`config.mk`:
```
export PLATFORM = sky130hd
export DESIGN_NAME = attribute_colour_decode
export DESIGN_NICKNAME = d
export VERILOG_FILES = /design/src/rtl/acd_pkg.sv /design/src/rtl/attribute_colour_decode.sv
export SDC_FILE = /design/constraint.sdc
export NUM_CORES = 1
export LEC_CHECK = 0
export ABC_AREA = 0
export BUFFER_PORTS_ARGS = -buffer_cell sky130_fd_sc_hd__buf_4
export CAP_MARGIN = 5
export CORE_ASPECT_RATIO = 1.2
export CORE_MARGIN = 5
export CORE_UTILIZATION = 30
export CTS_BUF_LIST = sky130_fd_sc_hd__clkbuf_8
export DETAILED_ROUTE_END_ITERATION = 16
export SLEW_MARGIN = 20
export SYNTH_ARGS = -nofsm -noshare
export SYNTH_HDL_FRONTEND = slang
export SYNTH_SLANG_ARGS = --single-unit
```
`constraint.sdc`:
```
create_clock -name clk -period 3.08 [get_ports clk]
set_clock_uncertainty 0.2 [all_clocks]
set_input_delay 0.308 -clock clk [delete_from_list [all_inputs] [get_ports clk]]
set_output_delay 0.308 -clock clk [all_outputs]
set_load 0.01 [all_outputs]
```
`src/rtl/acd_pkg.sv`:
```
package acd_pkg;

  localparam int unsigned ColourW = 6;
  localparam int unsigned AttrW   = 8;
  localparam int unsigned CfgAddrW = 4;
  localparam int unsigned CfgDataW = 32;

  localparam logic [ColourW-1:0] ColourWhite = 6'h2A;
  localparam logic [ColourW-1:0] ColourBlack = 6'h00;

  localparam int unsigned BitBright = 6;
  localparam int unsigned BitFlash  = 7;

  // register indexes (paddr[3:2])
  localparam logic [1:0] RegDoubleByte   = 2'd0;
  localparam logic [1:0] RegExtraColours = 2'd1;
  localparam logic [1:0] RegHalfCell     = 2'd2;

  typedef struct packed {
    logic [AttrW-1:0] attr_first;
    logic [AttrW-1:0] attr_second;
    logic             flash_phase;
  } attr_in_t;

  typedef struct packed {
    logic [ColourW-1:0] ink_left;
    logic [ColourW-1:0] ink_right;
    logic [ColourW-1:0] paper_left;
    logic [ColourW-1:0] paper_right;
  } colour_out_t;

  // pre-decoded colours of both bytes, mode independent
  typedef struct packed {
    logic [ColourW-1:0] a_lo;
    logic [ColourW-1:0] a_hi;
    logic [ColourW-1:0] b_lo;
    logic [ColourW-1:0] b_hi;
    logic [ColourW-1:0] a_dir;
    logic [ColourW-1:0] b_dir;
    logic [ColourW-1:0] a_wb;
    logic               swap_ink;
    logic               swap_paper;
  } decode_t;

  // bits 2..0 (g,r,b) to colour bits 5,3,1
  function automatic logic [ColourW-1:0] low_colour(input logic [AttrW-1:0] a);
    low_colour = {a[2], 1'b0, a[1], 1'b0, a[0], 1'b0};
  endfunction

  // bits 5..3 (g,r,b) to colour bits 5,3,1
  function automatic logic [ColourW-1:0] high_colour(input logic [AttrW-1:0] a);
    high_colour = {a[5], 1'b0, a[4], 1'b0, a[3], 1'b0};
  endfunction

  function automatic logic [ColourW-1:0] brighten(input logic [ColourW-1:0] c,
                                                  input logic [AttrW-1:0] a);
    brighten = a[BitBright] ? (c | (c >> 1)) : c;
  endfunction

endpackage

```
`src/rtl/attribute_colour_decode.sv`:
```
// An accepted input beat passes through the input, pre-decode and output registers in that
// order; its result shows on out_* once the output register has captured it.
// Throughput: one beat per cycle while out_stall is low; three register stages (input,
// pre-decode, mode select / flash swap), each stage refills while the next one drains.
// Reset (rst_n low, synchronous): all stage valids and the three mode
// registers clear to 0; the pipeline is empty and accepts on the next cycle.
module attribute_colour_decode (
  input  logic                           clk,
  input  logic                           rst_n,
  input  logic                           in_valid,
  output logic                           in_stall,
  input  acd_pkg::attr_in_t              in_data,
  output logic                           out_valid,
  input  logic                           out_stall,
  output acd_pkg::colour_out_t           out_data,
  input  logic                           psel,
  input  logic                           penable,
  input  logic                           pwrite,
  input  logic [acd_pkg::CfgAddrW-1:0]   paddr,
  input  logic [acd_pkg::CfgDataW-1:0]   pwdata,
  output logic [acd_pkg::CfgDataW-1:0]   prdata,
  output logic                           pready
);
  import acd_pkg::*;

  logic double_byte_r, extra_colours_r, half_cell_r;

  logic        s1_valid_r, s2_valid_r, out_valid_r;
  attr_in_t    s1_r;
  decode_t     s2_r, s2_nxt;
  colour_out_t out_r, out_nxt;
  logic        s1_ready, s2_ready, out_ready;
  logic        cfg_wr;

  // ---------------- configuration ----------------
  assign pready = 1'b1;
  assign cfg_wr = psel & penable & pwrite;

  always_ff @(posedge clk) begin
    if (!rst_n) begin
      double_byte_r   <= 1'b0;
      extra_colours_r <= 1'b0;
      half_cell_r     <= 1'b0;
    end else if (cfg_wr) begin
      unique case (paddr[3:2])
        RegDoubleByte:   double_byte_r   <= pwdata[0];
        RegExtraColours: extra_colours_r <= pwdata[0];
        RegHalfCell:     half_cell_r     <= pwdata[0];
        default: ;
      endcase
    end
  end

  always_comb begin
    prdata = '0;
    unique case (paddr[3:2])
      RegDoubleByte:   prdata[0] = double_byte_r;
      RegExtraColours: prdata[0] = extra_colours_r;
      RegHalfCell:     prdata[0] = half_cell_r;
      default:         prdata[0] = 1'b0;
    endcase
  end

  // ---------------- handshake ----------------
  assign out_ready = !out_valid_r || !out_stall;
  assign s2_ready  = !s2_valid_r || out_ready;
  assign s1_ready  = !s1_valid_r || s2_ready;
  assign in_stall  = !s1_ready;
  assign out_valid = out_valid_r;
  assign out_data  = out_r;

  always_ff @(posedge clk) begin
    if (!rst_n) begin
      s1_valid_r  <= 1'b0;
      s2_valid_r  <= 1'b0;
      out_valid_r <= 1'b0;
    end else begin
      if (s1_ready)  s1_valid_r  <= in_valid;
      if (s2_ready)  s2_valid_r  <= s1_valid_r;
      if (out_ready) out_valid_r <= s2_valid_r;
    end
  end

  // ---------------- stage 1: capture ----------------
  always_ff @(posedge clk) begin
    if (s1_ready && in_valid) s1_r <= in_data;
  end

  // ---------------- stage 2: per-byte decode ----------------
  always_comb begin
    s2_nxt.a_lo       = brighten(low_colour(s1_r.attr_first), s1_r.attr_first);
    s2_nxt.a_hi       = brighten(high_colour(s1_r.attr_first), s1_r.attr_first);
    s2_nxt.b_lo       = brighten(low_colour(s1_r.attr_second), s1_r.attr_second);
    s2_nxt.b_hi       = brighten(high_colour(s1_r.attr_second), s1_r.attr_second);
    s2_nxt.a_dir      = s1_r.attr_first[ColourW-1:0];
    s2_nxt.b_dir      = s1_r.attr_second[ColourW-1:0];
    s2_nxt.a_wb       = s1_r.attr_first[BitBright] ? ColourWhite : ColourBlack;
    s2_nxt.swap_ink   = s1_r.flash_phase & s1_r.attr_first[BitFlash];
    s2_nxt.swap_paper = s1_r.flash_phase & s1_r.attr_second[BitFlash];
  end

  always_ff @(posedge clk) begin
    if (s2_ready && s1_valid_r) s2_r <= s2_nxt;
  end

  // ---------------- stage 3: mode select and flash swap ----------------
  always_comb begin
    logic [ColourW-1:0] il, ir, pl, pr;
    unique case ({half_cell_r, extra_colours_r, double_byte_r})
      3'b000: begin
        il = s2_r.a_lo;  pl = s2_r.a_hi;  ir = il;  pr = pl;
      end
      3'b001: begin
        il = s2_r.a_lo;  pl = s2_r.b_lo;  ir = il;  pr = pl;
      end
      3'b010: begin
        il = s2_r.a_dir; pl = s2_r.a_wb;  ir = il;  pr = pl;
      end
      3'b011: begin
        il = s2_r.a_dir; pl = s2_r.b_dir; ir = il;  pr = pl;
      end
      3'b100: begin
        ir = s2_r.a_lo;  il = s2_r.a_hi;  pl = ColourBlack; pr = ColourBlack;
      end
      3'b101: begin
        ir = s2_r.a_lo;  il = s2_r.a_hi;  pr = s2_r.b_lo;  pl = s2_r.b_hi;
      end
      3'b110: begin
        ir = s2_r.a_dir; il = s2_r.a_wb;  pl = ColourBlack; pr = ColourBlack;
      end
      default: begin
        ir = s2_r.a_dir; il = s2_r.b_dir; pl = ColourBlack; pr = ColourBlack;
      end
    endcase
    // paper takes the pre-swap ink
    out_nxt.ink_left    = s2_r.swap_ink   ? pl : il;
    out_nxt.ink_right   = s2_r.swap_ink   ? pr : ir;
    out_nxt.paper_left  = s2_r.swap_paper ? il : pl;
    out_nxt.paper_right = s2_r.swap_paper ? ir : pr;
  end

  always_ff @(posedge clk) begin
    if (out_ready && s2_valid_r) out_r <= out_nxt;
  end

  // ---------------- assertions ----------------
  a_reset_empty: assert property (@(posedge clk)
    $past(!rst_n) |-> !out_valid_r && !s1_valid_r && !s2_valid_r)
    else $error("pipeline not empty after reset");

  a_no_stall_when_empty: assert property (@(posedge clk) disable iff (!rst_n)
    !s1_valid_r |-> !in_stall)
    else $error("input stalled with empty first stage");

  a_s2_advances: assert property (@(posedge clk) disable iff (!rst_n)
    (s2_valid_r && !out_valid_r) |=> out_valid_r)
    else $error("beat lost between decode and output stage");

  a_s1_holds: assert property (@(posedge clk) disable iff (!rst_n)
    (s1_valid_r && !s2_ready) |=> s1_valid_r && $stable(s1_r))
    else $error("first stage changed while blocked");

endmodule
```
# --- After elaboration in Yosys (flattened, before gate mapping) ---
# Cells that the tools add are included.
totals:
  ff_bits: 91
  input_bits: 60
  output_inout_bits: 59
  elab_cells: 77
op_classes:
  n_eq_ne: 8
  mux: 14
  bitwise: 8
  reduce_logical: 21
op_table:
  columns: ["op", "count"]
  rows:
  - ["6-bit 2-to-1 mux", 10]
  - ["6-bit one-hot mux with 4 select lines", 2]
  - ["6-bit one-hot mux with 5 select lines", 1]
  - ["6-bit by 5-bit OR with 6-bit output", 4]
  - ["3-bit equality test, second input constant", 3]
  - ["2-bit OR reduction", 4]
  - ["3-bit by 2-bit equality test with 1-bit output, second input constant", 2]
  - ["2-bit AND reduction", 3]
  - ["1-bit zero test", 5]
  - ["1-bit AND", 4]
  - ["4-bit OR reduction", 1]
  - ["3-bit by 1-bit equality test with 1-bit output, second input constant", 1]
  - ["1-bit logical AND", 3]
  - ["3-bit zero test", 1]
  - ["1-bit logical OR", 3]
  - ["1-bit one-hot mux with 3 select lines", 1]
  - ["2-bit by 1-bit equality test with 1-bit output, second input constant", 1]
  - ["2-bit equality test, second input constant", 1]
  - ["2-bit zero test", 1]

# --- Depth between registers and ports, before layout ---
depth:
  ltp_word: 5
  mapped_depth: 6
  ltp_nobuf: 4

# --- Worst setup path after synthesis ---
# No wires, ideal clock.
synth_timing:
  kind: "register to register"
  start: "register s2_valid_r"
  end: "register out_r, in the netlist out_data[0] (enable)"
  setup_ps: 442
  arrival_time_ps: 2132
  required_time_ps: 2438
  path_slack_ps: 306
  path_stages_with_launch: 2
  n_path_buf: 0
  period_less_slack_ps: 2774
  cell_sequence: "dfxtp_1 a21boi_0"
synth_between:
  elab_chain_len: 1
synth_lines:
  columns: ["element", "line", "text"]
  rows:
  - ["from (decl)", "attribute_colour_decode.sv:28", "logic s1_valid_r, s2_valid_r, out_valid_r;"]
  - ["from (signal assigned)", "attribute_colour_decode.sv:79", "if (s2_ready) s2_valid_r <= s1_valid_r;"]
  - ["1-bit logical AND", "attribute_colour_decode.sv:143", "if (out_ready && s2_valid_r) out_r <= out_nxt;"]
  - ["to (signal assigned)", "attribute_colour_decode.sv:143", null]
  - ["to (decl)", "attribute_colour_decode.sv:31", "colour_out_t out_r, out_nxt;"]
# No other way between the ends.
# A chain may end at the register's enable or synchronous reset.

# --- Worst setup path after layout ---
layout_timing:
  start: "register extra_colours_r"
  end: "output port prdata[0] (netlist name)"
layout_between:
  elab_chain_len: 1
layout_lines:
  columns: ["element", "line", "text"]
  rows:
  - ["from (decl)", "attribute_colour_decode.sv:26", "logic double_byte_r, extra_colours_r, half_cell_r;"]
  - ["from (signal assigned)", "attribute_colour_decode.sv:47", "RegExtraColours: extra_colours_r <= pwdata[0];"]
  - ["1-bit one-hot mux with 3 select lines", "attribute_colour_decode.sv:56", "unique case (paddr[3:2])"]
  - ["to (decl)", "attribute_colour_decode.sv:21", "output logic [acd_pkg::CfgDataW-1:0] prdata,"]
# No other way between the ends.

==> metrics <==
result of the run=complete, no violations; crit path from=extra_colours_r$_SDFFE_PN0P_; Final Max Slew Viols=0; Synth area leader=edfxtp_1; Worst Setup Path Type=register to output pin; clock tree from TritonCTS=done; initial drt markers=53; htree depth=3; Async S/R FF share, synth=0%; die height=128.0 um; cell leakage power=1.642 nW; endpoint of the most critical register-to-register path=out_data[18]$_DFFE_PP_; length of the first detailed-routing pass in iterations=4; GRT overflow=0; count of antenna diodes in the layout=0; clk slew on worst S/H paths=about 0.07 ns; synthesized instance count=255; class of the tightest hold or removal check=primary input to register; Reg-to-Reg Start=extra_colours_r$_SDFFE_PN0P_; share of layout cells above drive strength 1=about 29%; Setup TNS Final=0 ns; Die Area=13860 um^2; combined area of all synthesized cells=3480 um^2; highest achievable clock rate=430.4 MHz; top area cells in the synthesized netlist=edfxtp_1 59%, buf_4 7.3%, mux2i_1 6.9%; sequential area share after synthesis=62.14%; worst-case register-to-register setup slack=about 0.81 ns; family of cells with the greatest summed delay on the critical path=flip-flops; worst setup slack after placement=0.8095 ns; capturing element type of the critical path=output pin; residual DRC count=0; hold-critical path depth=3; stage delay of the slowest cell on the critical path=0.98 ns; initial antenna violation count=0; end of the worst hold path=half_cell_r$_SDFFE_PN0P_; post-synthesis register bit count=74; buffers and inverters on the worst path=1; length in cells of the worst reg-to-reg path=3; Layout Area Growth over Synthesis=24.88%; via count=2037; Yosys warnings=0; Clk Tree Root Cell=clkbuf_8; cell type of the slowest stage on the worst timing path=dfxtp_1; number of nets at the end of the flow=393; Final ANT Viol Nets=0; Slew HR=roughly a third; Critical Path Stages=3; all-layer global routing usage=a little under a tenth; cell breakdown of the critical path=mux2i_1, o21ai_0, buf_4; CTS sink count=74; PortBufs=53; crit path setup slack, layout=between 0.7 and 0.8 ns; I/O pin count=119; via count of the first global-routing pass=2015; routability congestion estimate from global placement=0.7808; Crit path arrival time=around 1.8 ns; post-route worst hold slack=around 0.038 ns; number of rows created at floorplan=43; maximum number of pins on one net before global-route repair=29; setup repair after global routing missed its margin=false; Pwr per Cell Area=about 500 nW/um^2; EDFF count, synth=68; final critical delay including setup and external delays=2.323 ns; CORE AREA=11460 um^2; worst voltage drop across the vdd grid=237.4 uV; Routed WL per cell=12.29 um; Detailed Route WL=6.085 mm; fraction of post-synthesis cell area in the top cell type by area=between 50% and 60%; Die Width=roughly 110 um; hold wc startpoint=pwdata[0]; highest net fanout along the worst path=28; number of standard cells in the layout, taps in and fillers out=495; post-detailed-route via-to-cell ratio=4.115; insertion delay of the later-clocked pin in the worst-skew pair=0.34 ns; number of gates given a new drive strength after cts=0; clock buffer count from CTS=9; wire length of the first global-routing pass=approximately 10 mm; max-capacitance violation count=0; unique cell type count in the Yosys netlist=41; Final period util=75.43%; Fin. Hold Viols=0; Longest Clk Path Bufs=2; Worst-Margin Slew=1.002 ns; most used cells in the layout excluding fill and tap cells=68 x edfxtp_1, 59 x buf_4, 32 x conb_1, 24 x mux2i_1, 22 x dlygate4sd3_1; count of endpoints failing setup in the final report=0; Cells after DPL=roughly 460; final-layout fill cell count=1094; mean area per synthesized cell=13.65 um^2; half-perimeter wire length after placement=approximately 4.5 mm; Critical Path Source Type=register; most common library cell in the layout ignoring fill and taps=edfxtp_1; predominant post-synthesis flop cell=edfxtp_1; effective utilization at floorplan=~30%; data required time at the worst endpoint=2.57 ns
[state kept, by name (all words and copies together), names as in the netlist]
name / flops
double_byte_r: 1
extra_colours_r: 1
half_cell_r: 1
out_data: 24
out_valid: 1
s1_r: 17
s1_valid_r: 1
s2_r: 27
s2_valid_r: 1
[worst max-delay path by stage]
stage | end | slack, ns
CTS | prdata[0] | 0.71
detailed placement | out_data[18]$_DFFE_PP_ | 0.81
global route | prdata[0] | 0.52
global placement | out_data[21]$_DFFE_PP_ | 0.86
finish | prdata[0] | 0.76
floorplan | out_data[0]$_DFFE_PP_ | 0.31
[metrics by stage]
stage	area, um^2	util, %	power, mW
CTS	4345	37.92	2.210
floorplan	3592	-	1.353
detailed placement	3916	34.17	1.399
global placement	3916	34.17	1.394
finish	4345	37.92	2.179
global route	4345	37.92	2.279
[metal layers]
layer | wire length, um | track usage [%] | vias to the layer above | part of all wire (%)
li1 | - | - | 1028 | -
met1 | 2326 | 9.906 | 938 | 38
met2 | 3208 | 16.58 | 61 | 53
met3 | 401 | 2.368 | 10 | 6.6
met4 | 148 | 5.126 | 0 | 2.4
met5 | 0 | 0 | - | 0
[power by group]
| group | total (mW) | internal (mW) | switching [mW] |
|---|---|---|---|
| clock | 0.782 | 0.447 | 0.335 |
| sequential | 1.19 | 1.16 | 0.0305 |
| combinational | 0.203 | 0.104 | 0.0995 |
| total | 2.18 | 1.71 | 0.465 |
[worst min-delay path, stage by stage]
cell,delay [ns]
buf_4,0.08
mux2i_1,0.06
nor2b_1,0.10
[synth_stat cells (3+ instances only)]
| library cell | n |
|---|---|
| edfxtp_1 | 68 |
| buf_4 | 34 |
| mux2i_1 | 24 |
| a21oi_1 | 17 |
| and2_1 | 15 |
| nor2_1 | 9 |
| mux2_2 | 7 |
| nand2_1 | 7 |
| a21oi_2 | 6 |
| dfxtp_1 | 6 |
| nor2b_1 | 6 |
| nand3_1 | 5 |
| o21ai_0 | 5 |
| buf_2 | 4 |
| buf_6 | 3 |
| o21a_1 | 3 |
| o21ai_2 | 3 |
[final cells by class]
cell class	instances	area, um^2	share of cell area, %
clock buffers	9	123.9	2.851
flip-flops and latches	74	2162	49.76
clock inverters	7	85.08	1.958
repair buffers	81	663.1	15.26
multi-input cells	165	1107	25.48
well taps	157	196.4	4.521
inverters	2	7.507	0.1728
[logic make-up after synthesis]
group	share of synthesized area [%]
buffers and inverters	9.457
DFF	62.14
and+or+nand+nor	10.03
AOI/OAI and AO/OA	8.342
other	0.2158
muxes	9.817
[what timing repair did]
action | CTS | global route
hold endpoints to repair | 20 | 0
buffers inserted | 0 | 0
hold buffers | 22 | 0
(Power assumes the default switching activity.)
